`src/rtl/core/vca_pkg.sv`:
```
`timescale 1ns / 1ps
package vca_pkg;

    localparam int TABLE_DEPTH_DEF = 4096;
    localparam int PROBE_LIMIT_DEF = 8;
    localparam int COUNT_BITS_DEF  = 24;

    localparam int COORD_W  = 21;
    localparam int SLOT_W   = 12;
    localparam int CNT_W    = 24;
    localparam int OCC_W    = 13;
    localparam int STATUS_W = 3;
    localparam int EDGE_W   = 16;
    localparam int KEY_W    = 3 * COORD_W;
    localparam int SUM_W    = 46;

    localparam logic [31:0] HASH_ADD = 32'h9e3779b9;
    localparam logic [15:0] EDGE_RESET = 16'd80;

    typedef enum logic [2:0] {
        ST_MERGED    = 3'd0,
        ST_NEW       = 3'd1,
        ST_FULL      = 3'd2,
        ST_SATURATED = 3'd3,
        ST_EMPTY     = 3'd4,
        ST_OCCUPIED  = 3'd5
    } status_t;

    typedef enum logic {
        FUNC_ADD  = 1'b0,
        FUNC_READ = 1'b1
    } func_t;

    localparam logic [1:0] REG_EDGE = 2'd0;

    typedef enum logic [2:0] {
        FS_IDLE,
        FS_DIV,
        FS_HASH,
        FS_PUSH
    } front_state_t;

    typedef enum logic [3:0] {
        BS_IDLE,
        BS_PROBE_RD,
        BS_PROBE_CHK,
        BS_SUM_RD,
        BS_SUM_WR,
        BS_READ_RD,
        BS_READ_DIV,
        BS_OUT
    } back_state_t;

    // one classified command, front to back
    typedef struct packed {
        logic                     func;
        logic signed [COORD_W-1:0] px;
        logic signed [COORD_W-1:0] py;
        logic signed [COORD_W-1:0] pz;
        logic [KEY_W-1:0]          key;
        logic [31:0]               hash;
        logic [SLOT_W-1:0]         read_slot;
    } cmd_t;

    function automatic logic [31:0] hash_combine(input logic [31:0] h, input logic [31:0] k);
        return h ^ (k + HASH_ADD + (h << 6) + (h >> 2));
    endfunction

endpackage

```
`src/rtl/core/vca_queue.sv`:
```
`timescale 1ns / 1ps
// Two-entry queue between front and back.
module vca_queue (
    input  logic          clk,
    input  logic          rst_n,
    input  vca_pkg::cmd_t in_cmd,
    input  logic          in_valid,
    output logic          in_ready,
    output vca_pkg::cmd_t out_cmd,
    output logic          out_valid,
    input  logic          out_ready
);
    import vca_pkg::*;

    cmd_t       mem_reg [2];
    logic       wp_reg, rp_reg;
    logic [1:0] cnt_reg;
    logic       push, pop;

    assign in_ready  = (cnt_reg != 2'd2);
    assign out_valid = (cnt_reg != 2'd0);
    assign push      = in_valid && in_ready;
    assign pop       = out_valid && out_ready;
    assign out_cmd   = mem_reg[rp_reg];

    always_ff @(posedge clk or negedge rst_n)
    begin
        if (!rst_n)
        begin
            wp_reg  <= 1'b0;
            rp_reg  <= 1'b0;
            cnt_reg <= 2'd0;
        end
        else
        begin
            if (push)
                wp_reg <= ~wp_reg;
            if (pop)
                rp_reg <= ~rp_reg;
            cnt_reg <= cnt_reg + {1'b0, push} - {1'b0, pop};
        end
    end

    always_ff @(posedge clk)
    begin
        if (push)
            mem_reg[wp_reg] <= in_cmd;
    end

    assert property (@(posedge clk) disable iff (!rst_n) cnt_reg <= 2'd2)
        else $error("queue count overflow");
    assert property (@(posedge clk) disable iff (!rst_n)
        (cnt_reg == 2'd2 && !pop) |=> cnt_reg == 2'd2)
        else $error("queue lost an entry");
endmodule

```
`config.mk`:
```
export PLATFORM = sky130hd
export DESIGN_NAME = vca_queue
export DESIGN_NICKNAME = d
export VERILOG_FILES = /design/src/rtl/core/vca_pkg.sv /design/src/rtl/core/vca_queue.sv
export SDC_FILE = /design/constraint.sdc
export NUM_CORES = 1
export LEC_CHECK = 0
export BUFFER_PORTS_ARGS = -buffer_cell sky130_fd_sc_hd__buf_4
export CORE_UTILIZATION = 50
export CTS_CLUSTER_DIAMETER = 120
export CTS_CLUSTER_SIZE = 14
export DETAILED_ROUTE_END_ITERATION = 6
export GPL_ROUTABILITY_DRIVEN = 0
export PLACE_DENSITY_LB_ADDON = 0.12
export SKIP_LAST_GASP = 1
export SYNTH_ARGS = -nofsm -noshare
export SYNTH_HDL_FRONTEND = slang
export SYNTH_SLANG_ARGS = --single-unit
```
`constraint.sdc`:
```
create_clock -name clk -period 13.4 [get_ports clk]
set_input_delay 0.67 -clock clk [delete_from_list [all_inputs] [get_ports clk]]
set_output_delay 0.67 -clock clk [all_outputs]
set_load 0.03 [all_outputs]
```
# After elaboration in Yosys (flattened, before gate mapping)
# Memory sizes are Yosys's and may differ from the RTL's.
# Cells that the tools add are included.
# totals
register_bits	4
mem_bits_rw	342
input_bits	175
out_inout_bits	173
elab_cells	14
memories	1
# classes
n_addsub	2
n_eq_ne	1
mux	2
n_bitwise	2
reduce_logical	3
# memory_table
name	words	width	rd	rd_ports_with_merged_regs	wr	line	text
mem_reg	2	171	1	0	1	vca_queue.sv:15	cmd_t mem_reg [2];
# op_table
cell	n
$add 2x1->2	1
$logic_and 1x1->1	2
$mux 1	2
$ne 2x2->1 const B	1
$not 1->1	2
$reduce_bool 2->1	1
$sub 2x1->2	1

# Depth between registers and ports, before layout
# logic_depth
ltp_word	4
depth_mapped	7
mapped_depth_nobuf	7

# Worst setup path before layout
# OpenSTA, ideal clock, no wires.
# synth_path
path_kind	reg2reg
start	reg cnt_reg[1]
end	mem mem_reg[0][0] (netlist name), enable pin
setup_ns	0.705
t_arrival_ns	7.939
required_time_ns	12.695
slack_ns	4.756
stages_incl_launch_ff	4
synth_period_minus_slack_ns	8.644
cell_sequence	dfrtp_1 nand2b_1 nand2_1 nor2_1
# synth_via
elab_chain_cells	4
# synth_rtl
item	line	text
start, declared	vca_queue.sv:17	logic [1:0] cnt_reg;
start signal, assigned	vca_queue.sv:40	cnt_reg <= cnt_reg + {1'b0, push} - {1'b0, pop};
$ne 2x2->1	vca_queue.sv:20	assign in_ready = (cnt_reg != 2'd2);
net in_ready	vca_queue.sv:8	output logic in_ready,
$logic_and 1x1->1	vca_queue.sv:22	assign push = in_valid && in_ready;
$mux 1	vca_queue.sv:46	if (push)
$mux 1 (implied by the code)	vca_queue.sv:47	mem_reg[wp_reg] <= in_cmd;
end, declared	vca_queue.sv:15	
# The timed path passes the listed nets, and every way through them passes these cells.

==> key figures <==
Global routing
  – Antenna violations before repair: 2
  – Total grt overflow: 0
  – GRT Util Overall: 18.6%
  – First-pass GRT wire length: 36.8 mm
  – Vias in the first global route: 6,728
  – Pin count of the biggest net entering global routing: 89

Finish
  – Most common cell after layout, fill and taps aside: buf_4
  – Max FFs per register: 342
  – Synth-to-Final Area Change: 29.0%
  – Commonest cells after routing, fill and taps aside: buf_4 (352), edfxtp_1 (342), mux2_2 (91)
  – Fin util: 65.8%
  – Final-layout fill cell count: 1,692
  – Final nets: 1,090
  – Layout cells sized above 1: 60.2%

STA
  – Worst Setup Slack, final: 9.60 ns
  – Clock Skews: 0.0212 ns
  – Period minus WS final: 3.80 ns
  – Setup TNS: 0 ns
  – Final period util: approximately 28%
  – Final Hold Fails: 0
  – Worst slew pin tran: ~1.2 ns
  – Max Fclk: 0.263 GHz
  – Endpoints failing setup: 0
  – Min Hold Slack: 0.313 ns
  – Unrepaired setup endpoints after global routing: no
  – Max-slew violation count: 0
  – Worst slew margin: 18.0%

CTS
  – Clock Latency Late Sink: 0.54 ns
  – TritonCTS buffer count: 28
  – Clock slew at reported path FFs: ~0.070 ns
  – Hold-fix buffers at CTS: 1
  – CTS H-tree depth: 1
  – CTS Root Cell: clkbuf_16
  – CTS tree: done
  – Clock tree buffer depth: 3
  – Postcts setup bufs: 0
  – CTS Sinks: 346
  – Post-CTS sizing: 0

Floorplan
  – Initial Utilization: 51.0%
  – Total I/O pin count: about 350
  – Die Wd: 162 um
  – Core ar.: 25,200 um2
  – Standard-cell row count: slightly below 60
  – Chip Height: 162 um
  – Die area: approximately 26,000 um2

Yosys
  – Register area share after synthesis: 80.7%
  – Mapped Nets: 726
  – Yosys warnings: 0
  – Post-synthesis cell count: 549
  – Syn_area_per_cell: 23.4 um2
  – Cell Area, Synth: roughly 13,000 um2
  – Distinct cell type count after synthesis: 16
  – #FFs+latches synth: 346

Hold path
  – Worst hold path type: in -> reg

Setup path
  – CP Cell Sequence: buf_4, mux2_2, buf_4
  – Worst Path Max Fanout: 67
  – Crit path capture type: primary output
  – Most used cell, CP: buf_4
  – Critical Path Max Stage Delay: 1.10 ns
  – Setup CP Type: reg -> out
  – Startpoint types: flip-flop
  – Slowest CP cell: dfrtp_4
  – Critical Path RT: 12.73 ns
  – Critical path arrival: 3.13 ns

Power
  – Peak supply drop: 0.174 mV
  – Pleak: 6.36 nW
  – Power Density: 235 nW/um2
  – Total power: 3.89 mW

Placed design
  – Pre-CTS setup slack: 10.11 ns
  – Detailed placer's ending HPWL: 16.9 mm
  – Port-buffer cells: 347

Routing
  – Vias: ~6,400
  – Routed Antenna Nets: 0
  – DRT iter0 DRCs: 396
  – WL per Instance: 20.0 um
  – Via density: 5.07
  – Drt drc: 0
  – Drt pass-1 iters: 4
  – Post-Route WL: around 25 mm

Status
  – Status: complete, no violations

Job
  – Max Cap Viol: 0
final timing paths:
path	start	endpoint	slack, ns	cells after the start
min in group asynchronous	rst_n	cnt_reg[1]	0.48	2
worst min register to register	cnt_reg[0]	cnt_reg[0]	0.52	1
max in group asynchronous	rst_n	rp_reg	12.80	2
worst min-delay path	in_cmd[91]	mem_reg[1][91]	0.31	1
worst max register to register	cnt_reg[1]	mem_reg[1][159]	10.25	3
worst max-delay path	rp_reg	out_cmd[166]	9.60	3
stage by stage:
stage               std cells  instance area, um2
floorplan                 549               12800
CTS                      1255               16600
global placement         1212               15800
detailed placement       1212               15800
global route             1256               16600
finish                   1256               16600
worst max-delay path, delay by kind of cell, from the launching register on:
| family | cells | cell delay [ns] |
|---|---|---|
| DFF | 1 | 1.10 |
| buffers and inverters | 2 | 0.98 |
| muxes | 1 | 0.43 |
metal layers:
| metal | GRT usage [%] | vias up | share of wire (%) |
|---|---|---|---|
| met5 | 0 | - | 0.068 |
| met4 | 7.93 | 2 | 3.9 |
| met3 | 4.26 | 62 | 7.9 |
| met2 | 31.7 | 288 | 50 |
| met1 | 22.8 | 3111 | 38 |
| li1 | - | 2905 | - |
cell usage after synthesis:
| cell | count | area (um2) |
|---|---|---|
| and3_1 | 1 | 6.26 |
| nand2_1 | 1 | 3.75 |
| ha_1 | 2 | 25.0 |
| nor2_1 | 1 | 3.75 |
| xor2_1 | 1 | 8.76 |
| and2_1 | 1 | 6.26 |
| nand2b_1 | 1 | 6.26 |
| buf_6 | 10 | 113 |
| mux2_2 | 91 | 1020 |
| edfxtp_1 | 342 | 10300 |
| buf_2 | 9 | 45.0 |
| mux2_4 | 80 | 1200 |
| xnor2_1 | 3 | 26.3 |
| inv_1 | 1 | 3.75 |
| dfrtp_1 | 4 | 100 |
| or2_2 | 1 | 6.26 |
report_power, final:
group          switching (mW)  internal (mW)
clock network           0.338          0.412
logic                   0.904          0.651
registers               0.100           1.48
cell families (layout without fill, tap and decap cells):
| family | after synthesis | count (layout) | synth area share, % |
|---|---|---|---|
| buffers and inverters | 20 | 396 | 1.26 |
| flip-flops | 346 | 346 | 80.7 |
| multiplexers | 171 | 171 | 17.3 |
| adder cells (fa/ha/maj) | 2 | 2 | 0.195 |
| XOR/XNOR | 4 | 4 | 0.273 |
| AND/OR/NAND/NOR | 6 | 6 | 0.253 |
| other | 0 | 1 | 0 |
cell type report:
type                    count  area [um2]  area share [%]
diodes                      1        2.50          0.0151
clock buffers              41         771            4.65
clock inverters             1        30.0           0.181
inverters                   1        3.75          0.0226
multi-input cells         183        2330            14.1
flip-flops and latches    346       10400            62.6
well taps                 330         413            2.49
repair buffers            353        2650            16.0
Note: power is estimated with default switching activity, not from simulation.
