File: config.mk
export PLATFORM = sky130hd
export DESIGN_NAME = vca_front_flat
export DESIGN_NICKNAME = d
export VERILOG_FILES = /design/src/rtl/core/vca_pkg.sv /design/src/rtl/core/vca_if.sv /design/src/rtl/core/vca_divider.sv /design/src/rtl/core/vca_front.sv /design/src/flat_wrapper.sv
export SDC_FILE = /design/constraint.sdc
export NUM_CORES = 1
export LEC_CHECK = 0
export ABC_AREA = 1
export BUFFER_PORTS_ARGS = -buffer_cell sky130_fd_sc_hd__buf_4
export CAP_MARGIN = 25
export CORE_AREA = 2 2 188 190
export DETAILED_ROUTE_END_ITERATION = 16
export DIE_AREA = 0 0 190 192
export MAX_ROUTING_LAYER = met4
export PLACE_DENSITY = 0.81
export REMOVE_ABC_BUFFERS = 1
export SYNTH_ARGS = -nofsm -noshare
export SYNTH_HDL_FRONTEND = slang
export SYNTH_SLANG_ARGS = --single-unit
export TNS_END_PERCENT = 100
File: constraint.sdc
create_clock -name clk -period 7.05 [get_ports clk]
set_input_delay 0 -clock clk [delete_from_list [all_inputs] [get_ports clk]]
set_output_delay 0 -clock clk [all_outputs]
set_load 0.02 [all_outputs]
File: src/rtl/core/vca_pkg.sv
`timescale 1ns / 1ps
package vca_pkg;

    localparam int TABLE_DEPTH_DEF = 4096;
    localparam int PROBE_LIMIT_DEF = 8;
    localparam int COUNT_BITS_DEF  = 24;

    localparam int COORD_W  = 21;
    localparam int SLOT_W   = 12;
    localparam int CNT_W    = 24;
    localparam int OCC_W    = 13;
    localparam int STATUS_W = 3;
    localparam int EDGE_W   = 16;
    localparam int KEY_W    = 3 * COORD_W;
    localparam int SUM_W    = 46;

    localparam logic [31:0] HASH_ADD = 32'h9e3779b9;
    localparam logic [15:0] EDGE_RESET = 16'd80;

    typedef enum logic [2:0] {
        ST_MERGED    = 3'd0,
        ST_NEW       = 3'd1,
        ST_FULL      = 3'd2,
        ST_SATURATED = 3'd3,
        ST_EMPTY     = 3'd4,
        ST_OCCUPIED  = 3'd5
    } status_t;

    typedef enum logic {
        FUNC_ADD  = 1'b0,
        FUNC_READ = 1'b1
    } func_t;

    localparam logic [1:0] REG_EDGE = 2'd0;

    typedef enum logic [2:0] {
        FS_IDLE,
        FS_DIV,
        FS_HASH,
        FS_PUSH
    } front_state_t;

    typedef enum logic [3:0] {
        BS_IDLE,
        BS_PROBE_RD,
        BS_PROBE_CHK,
        BS_SUM_RD,
        BS_SUM_WR,
        BS_READ_RD,
        BS_READ_DIV,
        BS_OUT
    } back_state_t;

    // one classified command, front to back
    typedef struct packed {
        logic                     func;
        logic signed [COORD_W-1:0] px;
        logic signed [COORD_W-1:0] py;
        logic signed [COORD_W-1:0] pz;
        logic [KEY_W-1:0]          key;
        logic [31:0]               hash;
        logic [SLOT_W-1:0]         read_slot;
    } cmd_t;

    function automatic logic [31:0] hash_combine(input logic [31:0] h, input logic [31:0] k);
        return h ^ (k + HASH_ADD + (h << 6) + (h >> 2));
    endfunction

endpackage

File: src/rtl/core/vca_if.sv
`timescale 1ns / 1ps
interface vca_in_if;
    logic        valid;
    logic        ready;
    logic        func;
    logic [20:0] x_mm;
    logic [20:0] y_mm;
    logic [20:0] z_mm;
    logic [11:0] read_slot;
    modport source (output valid, func, x_mm, y_mm, z_mm, read_slot, input ready);
    modport sink (input valid, func, x_mm, y_mm, z_mm, read_slot, output ready);
endinterface


File: src/rtl/core/vca_divider.sv
`timescale 1ns / 1ps
// Restoring divider of unsigned magnitudes, one quotient bit per cycle.
module vca_divider #(
    parameter int NUM_W = 46,
    parameter int DEN_W = 24
) (
    input  logic             clk,
    input  logic             rst_n,
    input  logic             start,
    input  logic [NUM_W-1:0] num,
    input  logic [DEN_W-1:0] den,
    output logic             done,
    output logic [NUM_W-1:0] quot,
    output logic [DEN_W-1:0] rem
);
    localparam int CNT_W = $clog2(NUM_W + 1);

    logic [NUM_W-1:0] q_reg, q_next;
    logic [DEN_W:0]   r_reg, r_next;
    logic [DEN_W-1:0] d_reg, d_next;
    logic [CNT_W-1:0] n_reg, n_next;
    logic             busy_reg, busy_next;
    logic             done_reg, done_next;
    logic [DEN_W:0]   trial;

    always_comb
    begin
        q_next    = q_reg;
        r_next    = r_reg;
        d_next    = d_reg;
        n_next    = n_reg;
        busy_next = busy_reg;
        done_next = 1'b0;
        trial     = {r_reg[DEN_W-1:0], q_reg[NUM_W-1]};
        if (start)
        begin
            q_next    = num;
            r_next    = '0;
            d_next    = den;
            n_next    = CNT_W'(NUM_W);
            busy_next = 1'b1;
        end
        else if (busy_reg)
        begin
            // shift in one bit, subtract when it fits
            if (trial >= {1'b0, d_reg})
            begin
                r_next = trial - {1'b0, d_reg};
                q_next = {q_reg[NUM_W-2:0], 1'b1};
            end
            else
            begin
                r_next = trial;
                q_next = {q_reg[NUM_W-2:0], 1'b0};
            end
            n_next = n_reg - 1'b1;
            if (n_reg == CNT_W'(1))
            begin
                busy_next = 1'b0;
                done_next = 1'b1;
            end
        end
    end

    always_ff @(posedge clk or negedge rst_n)
    begin
        if (!rst_n)
        begin
            busy_reg <= 1'b0;
            done_reg <= 1'b0;
            n_reg    <= '0;
        end
        else
        begin
            busy_reg <= busy_next;
            done_reg <= done_next;
            n_reg    <= n_next;
        end
    end

    always_ff @(posedge clk)
    begin
        q_reg <= q_next;
        r_reg <= r_next;
        d_reg <= d_next;
    end

    assign done = done_reg;
    assign quot = q_reg;
    assign rem  = r_reg[DEN_W-1:0];
endmodule

File: src/rtl/core/vca_front.sv
`timescale 1ns / 1ps
// Accept items; for an add, floor-divide the point by the voxel edge and hash the key. A read passes straight through.
module vca_front (
    input  logic                clk,
    input  logic                rst_n,
    input  logic [15:0]         edge_mm,
    vca_in_if.sink              in_ch,
    output vca_pkg::cmd_t       cmd,
    output logic                cmd_valid,
    input  logic                cmd_ready
);
    import vca_pkg::*;

    front_state_t     state_reg, state_next;
    cmd_t             cmd_reg, cmd_next;
    logic [1:0]       axis_reg, axis_next;
    logic [COORD_W-1:0] k_reg [3];
    logic             kick_reg;
    logic [15:0]      den;
    logic             div_start;
    logic [COORD_W-1:0] div_num;
    logic             div_done;
    logic [COORD_W-1:0] div_q;
    logic [15:0]      div_r;
    logic signed [COORD_W-1:0] p_cur;
    logic [COORD_W-1:0] kq;
    logic [31:0]      h;

    assign den = (edge_mm == 16'd0) ? 16'd1 : edge_mm;

    always_comb
    begin
        unique case (axis_reg)
            2'd0:    p_cur = cmd_reg.px;
            2'd1:    p_cur = cmd_reg.py;
            default: p_cur = cmd_reg.pz;
        endcase
    end

    assign div_num = p_cur[COORD_W-1] ? COORD_W'(-p_cur) : p_cur;

    vca_divider #(.NUM_W(COORD_W), .DEN_W(16)) u_div (
        .clk(clk), .rst_n(rst_n), .start(div_start), .num(div_num), .den(den),
        .done(div_done), .quot(div_q), .rem(div_r)
    );

    // floor of a negative quotient: negate and step down on a remainder
    always_comb
    begin
        if (p_cur[COORD_W-1])
            kq = COORD_W'(-div_q) - ((div_r != 16'd0) ? COORD_W'(1) : COORD_W'(0));
        else
            kq = div_q;
    end

    always_comb
    begin
        h = hash_combine(hash_combine({{11{k_reg[0][COORD_W-1]}}, k_reg[0]},
                                      {{11{k_reg[1][COORD_W-1]}}, k_reg[1]}),
                         {{11{k_reg[2][COORD_W-1]}}, k_reg[2]});
    end

    always_comb
    begin
        state_next = state_reg;
        cmd_next   = cmd_reg;
        axis_next  = axis_reg;
        in_ch.ready = 1'b0;
        unique case (state_reg)
            FS_IDLE:
            begin
                in_ch.ready = 1'b1;
                if (in_ch.valid)
                begin
                    cmd_next.func      = in_ch.func;
                    cmd_next.px        = in_ch.x_mm;
                    cmd_next.py        = in_ch.y_mm;
                    cmd_next.pz        = in_ch.z_mm;
                    cmd_next.read_slot = in_ch.read_slot;
                    cmd_next.key       = '0;
                    cmd_next.hash      = '0;
                    axis_next          = 2'd0;
                    state_next = (in_ch.func == FUNC_READ) ? FS_PUSH : FS_DIV;
                end
            end
            FS_DIV:
            begin
                if (div_done)
                begin
                    if (axis_reg == 2'd2)
                        state_next = FS_HASH;
                    else
                        axis_next = axis_reg + 2'd1;
                end
            end
            FS_HASH:
            begin
                cmd_next.key  = {k_reg[2], k_reg[1], k_reg[0]};
                cmd_next.hash = h;
                state_next    = FS_PUSH;
            end
            FS_PUSH:
            begin
                if (cmd_ready)
                    state_next = FS_IDLE;
            end
            default: state_next = FS_IDLE;
        endcase
    end

    // kick the divider on entry to each axis
    always_ff @(posedge clk or negedge rst_n)
    begin
        if (!rst_n)
        begin
            state_reg <= FS_IDLE;
            kick_reg  <= 1'b0;
        end
        else
        begin
            state_reg <= state_next;
            kick_reg  <= (state_next == FS_DIV) &&
                         (state_reg != FS_DIV || div_done);
        end
    end

    always_ff @(posedge clk)
    begin
        cmd_reg  <= cmd_next;
        axis_reg <= axis_next;
        if (div_done)
            k_reg[axis_reg] <= kq;
    end

    assign div_start = kick_reg;
    assign cmd       = cmd_reg;
    assign cmd_valid = (state_reg == FS_PUSH);
endmodule

File: src/flat_wrapper.sv
// flat-port wrapper written by rule: the top's interface ports become plain ports
module vca_front_flat import vca_pkg::*;
  (clk, rst_n, edge_mm, cmd, cmd_valid, cmd_ready, in_ch_valid, in_ch_func, in_ch_x_mm, in_ch_y_mm, in_ch_z_mm, in_ch_read_slot, in_ch_ready);
  vca_in_if in_ch_i ();
  input  logic clk;
  input  logic rst_n;
  input  logic [15:0] edge_mm;
  output vca_pkg::cmd_t cmd;
  output logic cmd_valid;
  input  logic cmd_ready;
  input wire logic [$bits(in_ch_i.valid)-1:0] in_ch_valid;
  input wire logic [$bits(in_ch_i.func)-1:0] in_ch_func;
  input wire logic [$bits(in_ch_i.x_mm)-1:0] in_ch_x_mm;
  input wire logic [$bits(in_ch_i.y_mm)-1:0] in_ch_y_mm;
  input wire logic [$bits(in_ch_i.z_mm)-1:0] in_ch_z_mm;
  input wire logic [$bits(in_ch_i.read_slot)-1:0] in_ch_read_slot;
  output wire logic [$bits(in_ch_i.ready)-1:0] in_ch_ready;
  assign in_ch_i.valid = in_ch_valid;
  assign in_ch_i.func = in_ch_func;
  assign in_ch_i.x_mm = in_ch_x_mm;
  assign in_ch_i.y_mm = in_ch_y_mm;
  assign in_ch_i.z_mm = in_ch_z_mm;
  assign in_ch_i.read_slot = in_ch_read_slot;
  assign in_ch_ready = in_ch_i.ready;
  vca_front u_core (.clk(clk), .rst_n(rst_n), .edge_mm(edge_mm), .in_ch(in_ch_i), .cmd(cmd), .cmd_valid(cmd_valid), .cmd_ready(cmd_ready));
endmodule
Word level (Yosys, flattened, before mapping):

Memory sizes are Yosys's and may differ from the RTL's.
Cells that the tools add are included.

* bits in registers: 237
* memory bits (writable): 63
* input port bits: 96
* output and inout bits: 173
* logic and storage cells: 86
* memories: 1

* add/subtract/negate cells: 12
* $lt $le $gt $ge: 1
* equal/unequal tests: 11
* muxes and demuxes: 31
* bitwise gates (word level): 2
* reduce and logical (&&, ||, !) cells: 12

Memory list
* u_core.k_reg: depth 3, bits a word 21, rd ports 3, clocked after Yosys merged registers in 0, wr ports 1, RTL line vca_front.sv:17 `logic [COORD_W-1:0] k_reg [3];`

Operators by type and width (number)
* 95-bit one-hot mux with 2 select lines: 1
* 107-bit 2-to-1 mux: 1
* 21-bit 2-to-1 mux: 4
* 32-bit by 30-bit adder with 32-bit output: 2
* 32-bit adder: 2
* 32-bit adder, second input constant: 2
* 32-bit bitwise XOR: 2
* 21-bit negation: 2
* 21-bit one-hot mux with 2 select lines: 1
* 21-bit subtractor: 1
* 17-bit by 16-bit greater-or-equal comparator with 1-bit output: 1
* 16-bit zero test: 1
* 16-bit 2-to-1 mux: 1
* 16-bit nonzero test: 1
* 16-bit subtractor: 1
* 3-bit 2-to-1 mux: 4
* 3-bit one-hot mux with 4 select lines: 1
* 1-bit 2-to-1 mux: 11
* 5-bit 2-to-1 mux: 2
* 2-bit 2-to-1 mux: 4
* 3-bit by 1-bit == test with 1-bit output, second input constant: 2
* 3-bit by 2-bit == test with 1-bit output, second input constant: 2
* 2-bit inequality test, second input constant: 3
* 2-bit nonzero test: 3
* other kinds (13): 14

Depth between registers and ports, before layout:

Gate-level depths: netlist of the first run.
An unclocked memory read counts as a cell.

* depth in word-level cells: 9
* gate-level depth with buffers: 32
* mapped depth without buffers: 32

Cells and area by module:

A second synthesis of the first run with hierarchy kept.

* cell total of the unflattened synthesis: 2341
* area total of the unflattened synthesis: 20547.2 µm²

By module, submodules not included
* vca_front: times used 1, cells an instance 1873, area each 16886.2 µm²
* vca_divider: times used 1, cells an instance 468, area each 3661.0 µm²

Worst setup path before layout of the first run:

OpenSTA, ideal clock, no wires.

* path type: reg-to-reg
* start: memory u_core.k_reg[0][20]
* end: register u_core.cmd_reg (netlist bit u_core.cmd[38]) (data pin)
* arrival time: 4.987 ns
* required time: 6.797 ns
* slack: 1.811 ns
* stages on the path, launching flop included: 27
* path buffers: 0
* period minus slack after synthesis: 5.239 ns
* cells stage by stage: edfxtp_1 inv_1 fa_1 inv_1 fa_1 ha_1 nand2_1 inv_1 nand2_1 nand2_1 o21bai_1 nand3b_1 xnor2_2 inv_1 fa_1 fa_1 ha_1 nand2_1 nor2_1 inv_1 nor3_1 nand2_1 nand3_1 xor2_1 nand2_1 nand2_1 nor2_1

RTL lines
* start: declaration: RTL line vca_front.sv:17
* end signal: assignment: RTL line vca_front.sv:129 `cmd_reg <= cmd_next;`
* end: declaration: RTL line vca_front.sv:15 `cmd_t cmd_reg, cmd_next;`

==> results of run 1 <==
-- per-stage QoR --
step                hold WS (ns)  setup slack (ns)
global placement         -0.1556            0.9752
global route              0.1268            0.4993
finish                    0.1309            0.9755
detailed placement       -0.1503             1.028
floorplan                -0.2956             1.405
CTS                       0.1072            0.9744
-- kinds of logic after synthesis --
group,count (synthesis),synth area share
AOI/OAI and AO/OA,313,0.09177
xor gates and xnor gates,105,0.04604
adders and majority gates,219,0.1536
buffers and inverters,453,0.08785
DFF,300,0.4367
other,1,0.0001862
and+or+nand+nor,856,0.1839
-- layer usage --
| metal | wire [um] | part of all wire | track usage |
|---|---|---|---|
| met5 | 0 | 0 | - |
| met4 | 3193 | 0.050 | 0.1589 |
| met3 | 4051 | 0.064 | 0.04769 |
| met2 | 32900 | 0.52 | 0.6516 |
| met1 | 23360 | 0.37 | 0.3932 |
-- power by group --
group          total, uW  switching [uW]  internal, uW
clock network       1660             720           941
logic               5210            3440          1780
registers           2630             188          2450
-- how the worst max path moves through the flow --
stage / slack (ns) / end / startpoint
6_report: 0.98 / u_core.cmd[34]$_DFFE_PP_ / u_core.k_reg[0][3]$_DFFE_PP_
5_1_grt: 0.50 / u_core.cmd[36]$_DFFE_PP_ / u_core.k_reg[1][20]$_DFFE_PP_
4_1_cts: 0.97 / u_core.cmd[34]$_DFFE_PP_ / u_core.k_reg[1][20]$_DFFE_PP_
3_5_place_dp: 1.03 / u_core.cmd[34]$_DFFE_PP_ / u_core.k_reg[1][20]$_DFFE_PP_
3_3_place_gp: 0.98 / u_core.cmd[34]$_DFFE_PP_ / u_core.k_reg[1][20]$_DFFE_PP_
2_1_floorplan: 1.40 / u_core.cmd[37]$_DFFE_PP_ / u_core.k_reg[0][20]$_DFFE_PP_
-- synth_stat cells (all sizes together), types with 6 or more instances --
master	count	area, um^2
nor4	13	87.58
or2	7	43.80
xnor2	44	392.9
nor2	231	915.9
a31oi	6	37.54
buf	15	125.1
nand2	416	1617
fa	47	940.9
ha	172	2152
nand3	138	720.7
inv	403	1513
edfxtp	273	8198
clkbuf	33	123.9
o22ai	8	50.05
a21o	10	75.07
dfrtp	11	275.3
o21bai	11	82.58
xor2	61	534.3
nor3	15	80.08
dfxtp	16	320.3
a21oi	125	700.7
a22o	9	78.83
nand4	28	181.4
o21ai	122	636.9
-- final cells by class --
| cell class | count | area [um^2] | area share |
|---|---|---|---|
| inverters | 405 | 1521 | 0.06172 |
| diodes | 1 | 2.502 | 0.0001015 |
| flip-flops and latches | 300 | 8793 | 0.3567 |
| repair buffers | 386 | 3162 | 0.1283 |
| clock buffers | 39 | 865.8 | 0.03512 |
| multi-input cells | 1494 | 9578 | 0.3885 |
| clock inverters | 18 | 158.9 | 0.006446 |
| well taps | 455 | 569.3 | 0.02309 |
==> results.yml, run 1 <==
power_and_ir_drop:
  p_leak_uw: 0.01149
  power.total_uw: 9507
  cellPowerDensity_nw_per_um2: 385.7
  peakVddDrop_v: 0.0002563
timing:
  drv_slew: 0
  fin_tns_setup_ns: 0
  rsz0062_at_grt: "no"
  final-setup-viol-count: 0
  fin_crit_sh: 0.8616
  worst_pin_slew_ns: 1.061
  skew_ns: 0.01513
  max_freq_mhz: 164.6
  finalCriticalPeriod_ns: 6.075
  slew_headroom: 0.2927
  final-hold-violation-count: 0
finish:
  utilization: 0.7189
  nets: 2933
  fin_cells: 3098
  layout_common_cells: "397 x nand2_1, 390 x inv_1, 288 x buf_4"
  syn_to_final_growth_pct: 22.41
  nFillCells: 2440
  largest_reg_flops: 171
  drive_above_1_share: 0.1578
  final_common_cell: "nand2_1"
  design_area_um2: 24650
logic_synthesis:
  synth_edf_count: 273
  synthCells: 2247
  yosys_warnings: 0
  synth_area_um2: 20140
  ys.flop_type: "edfxtp_1"
  ys_types: 63
  avgSynthCellArea_um2: 8.962
  yosysSeqAreaShare: 0.4367
  async_flop_share: 0.03667
  synth-seq-cells: 300
global_routing:
  antenna_found_initial: 1
  grt.total_usage: 0.3587
  globalRoute.totalOverflow: 0
  grt_pass1_vias: 18134
  grt_first_pass_wirelength_mm: 97.54
  grt_max_degree: 78
critical_path:
  crit_type: "reg -> reg"
  worstSetupEndpointType: "register"
  crit_family: "adder cells"
  reg2reg_to: "u_core.cmd[34]$_DFFE_PP_"
  arrival_ns: 6.39
  crit_chain: "inv_1 > fa_1 > inv_1 > ha_1 > ha_1 > a21oi_1 > o21ai_0 > a21oi_1 > o21ai_2 > xor2_1 > inv_1 > fa_1 > fa_1 > ha_1 > a21oi_1 > nor2_1 > nor2_1 > nand3_1 > a21oi_1 > xnor2_1 > o21ai_0 > a21oi_1"
  start_kind: "register"
  rr_worst_depth: 22
  max_stage_delay_ns: 0.51
  reg2reg_from: "u_core.k_reg[0][3]$_DFFE_PP_"
  cp_num_buf_inv: 3
  worst-path-stages: 22
  reg2reg_slack_ns: 0.98
  cpMaxStageDelayCell: "fa_1"
  crit_required_ns: 7.37
  critPathMaxFanout: 4
  cp_common_cell: "a21oi_1"
clocking:
  cts-root-buf: "clkbuf_16"
  cts_buffers: 31
  cts_tree: "built"
  hold_buffers: 96
  insertion_delay_ns: 0.59
  path_clk_slew_ns: 0.06
  cts_setup_buffers: 0
  cts_resized: 0
  h-tree-depth: 1
  clk_path_buf_depth: 3
  clock_sinks: 300
drt:
  drtPass1Iterations: 6
  wl_mm: 63.51
  vias_per_cell: 5.653
  routedWlPerCell_um: 20.50
  detail_route.iter0.violations: 1367
  drc: 0
  num_vias: 17514
  ant_nets: 0
die:
  die-width_um: 190
  dieArea_um2: 36480
  io_pins: 269
  die_y_um: 192
  design.core.area_um2: 34290
  initial_core_util: 0.5873
  rows: 68
placement:
  placed_cell_area_um2: 22660
  routabilityCongestion: 0.9850
  dpl.hpwl_mm: 46.64
  portBuffers: 268
  place_inst: 2944
min_path:
  hold-path-cell-count: 2
  whs_endpoint: "u_core.cmd[132]$_DFFE_PP_"
  hp-class: "in -> reg"
  worstHoldStart: "in_ch_y_mm[4]"
run_status:
  status: "finished, final reports clean"
flow_run:
  drv_cap: 0
Power figures use the tool's default switching activity.
==> run 2, diff against run 1 <==
==> constraint.sdc (replaced) <==
create_clock -name clk -period 7.05 [get_ports clk]
set_input_delay 0.3525 -clock clk [delete_from_list [all_inputs] [get_ports clk]]
set_output_delay 0.3525 -clock clk [all_outputs]
set_load 0.02 [all_outputs]
==> results.yml, run 2 (synthesized netlist as in run 1, its figures left out) <==
run_status:
  status: "finished, final reports clean"
timing:
  fin_crit_sh: 0.8640
  fin_tns_setup_ns: 0
  finalCriticalPeriod_ns: 6.091
  drv_slew: 0
  slew_headroom: 0.3012
  worst_pin_slew_ns: 1.048
  final-setup-viol-count: 0
  skew_ns: 0.01676
  rsz0062_at_grt: "no"
  final-hold-violation-count: 0
  max_freq_mhz: 164.2
critical_path:
  cp_common_cell: "a21oi_1"
  start_kind: "register"
  crit_chain: "inv_1 > fa_1 > inv_1 > ha_1 > ha_1 > a21oi_1 > o21ai_0 > a21oi_1 > o21ai_2 > xor2_1 > inv_1 > fa_1 > fa_1 > ha_1 > a21oi_1 > nor2_1 > nor2_1 > nand3_1 > a21oi_1 > xnor2_1 > o21ai_0 > a21oi_1"
  reg2reg_to: "u_core.cmd[34]$_DFFE_PP_"
  crit_type: "reg -> reg"
  cpMaxStageDelayCell: "fa_1"
  reg2reg_from: "u_core.k_reg[0][3]$_DFFE_PP_"
  reg2reg_slack_ns: 0.96
  crit_required_ns: 7.37
  rr_worst_depth: 22
  critPathMaxFanout: 4
  max_stage_delay_ns: 0.51
  worstSetupEndpointType: "register"
  arrival_ns: 6.41
finish:
  syn_to_final_growth_pct: 22.20
  final_common_cell: "nand2_1"
  design_area_um2: 24610
  multi_input_area_um2: 9578
  nets: 2929
  drive_above_1_share: 0.1581
  seq_area_um2: 8793
  largest_reg_flops: 171
  layout_common_cells: "397 x nand2_1, 390 x inv_1, 288 x buf_4"
  nFillCells: 2455
  diodes: 0
die:
  design.core.area_um2: 34290
  initial_core_util: 0.5873
  die-width_um: 190
  io_pins: 269
  dieArea_um2: 36480
  die_y_um: 192
  rows: 68
clocking:
  path_clk_slew_ns: 0.06
  cts-root-buf: "clkbuf_16"
  h-tree-depth: 1
  cts_resized: 0
  clk_path_buf_depth: 3
  insertion_delay_ns: 0.59
  cts_setup_buffers: 0
  cts_tree: "built"
  clock_sinks: 300
  cts_buffers: 31
drt:
  vias_per_cell: 5.644
  ant_nets: 0
  wl_mm: 63.04
  detail_route.iter0.violations: 1311
  drtPass1Iterations: 6
  routedWlPerCell_um: 20.38
  num_vias: 17457
  drc: 0
global_routing:
  globalRoute.totalOverflow: 0
  antenna_found_initial: 0
  grt_max_degree: 78
  grt.total_usage: 0.3567
  grt_first_pass_wirelength_mm: 96.93
  grt_pass1_vias: 17918
flow_run:
  drv_cap: 0
placement:
  dpl.hpwl_mm: 46.64
  portBuffers: 268
  placed_cell_area_um2: 22660
  routabilityCongestion: 0.9850
min_path:
  hp-class: "in -> reg"
  whs_endpoint: "u_core.u_div.d_reg[0]$_SDFFCE_PN1P_"
  hold-path-cell-count: 2
  worstHoldStart: "edge_mm[0]"
power_and_ir_drop:
  peakVddDrop_v: 0.0002666
  cellPowerDensity_nw_per_um2: 385.3
  p_leak_uw: 0.01148
## run 2: cell count changes in the layout (fill, tap and decap cells not counted), sizes merged
cell	before	now
dlygate4sd3	96	92
diode	1	0
## run 2: metrics by stage
step,power (uW),setup WS [ns],util,hold WS [ns],std cells
floorplan,6145,1.405,-,0.05691,2199
global placement,7517,0.9752,0.6598,0.1969,2942
detailed placement,7622,1.028,0.6610,0.2022,2944
CTS,9314,0.9744,0.7177,0.05744,3093
global route,10100,0.4993,0.7177,0.07473,3093
finish,9483,0.9590,0.7177,0.07389,3093
## run 2: final cells by class
class	instances	area share
repair buffers	382	0.1269
clock buffers	39	0.03518
flip-flops and latches	300	0.3573
well taps	455	0.02313
clock inverters	18	0.006457
multi-input cells	1494	0.3892
inverters	405	0.06183
## run 2: per-layer routing
| layer | GRT usage | share of wire | vias up |
|---|---|---|---|
| met2 | 0.6510 | 0.52 | 847 |
| li1 | - | - | 8153 |
| met3 | 0.03947 | 0.060 | 204 |
| met4 | 0.1491 | 0.046 | 0 |
| met1 | 0.3972 | 0.37 | 8253 |
| met5 | - | 0 | - |
## run 2: critical path: cells and delay by family, from the launching register on
kind	cells	cell delay [ns]
adders and majority gates	6	2.50
AOI/OAI and AO/OA	8	1.67
xor gates and xnor gates	2	0.48
and+or+nand+nor	3	0.47
DFF	1	0.41
buffers and inverters	3	0.28
## run 2: how the worst max path moves through the flow
| stage | startpoint | endpoint | slack (ns) | cells past startpoint |
|---|---|---|---|---|
| after detailed placement | u_core.k_reg[1][20]$_DFFE_PP_ | u_core.cmd[34]$_DFFE_PP_ | 1.03 | 23 |
| after floorplan | u_core.k_reg[0][20]$_DFFE_PP_ | u_core.cmd[37]$_DFFE_PP_ | 1.40 | 23 |
| after global routing | u_core.k_reg[1][20]$_DFFE_PP_ | u_core.cmd[36]$_DFFE_PP_ | 0.50 | 27 |
| after global placement | u_core.k_reg[1][20]$_DFFE_PP_ | u_core.cmd[34]$_DFFE_PP_ | 0.98 | 23 |
| final | u_core.k_reg[0][3]$_DFFE_PP_ | u_core.cmd[34]$_DFFE_PP_ | 0.96 | 22 |
| after CTS | u_core.k_reg[1][20]$_DFFE_PP_ | u_core.cmd[34]$_DFFE_PP_ | 0.97 | 23 |
## run 2: repair_timing
item	4_1_cts	5_1_grt
hold endpoints to repair	102	0
hold buffers	92	0
endpoints found under the setup margin	0	0
## run 2: where the power goes
part	total [uW]	internal, uW	switching [uW]	leakage [uW]
combinational	5190	1770	3420	0.00815
clock	1660	941	717	0.000501
sequential	2630	2450	185	0.00283
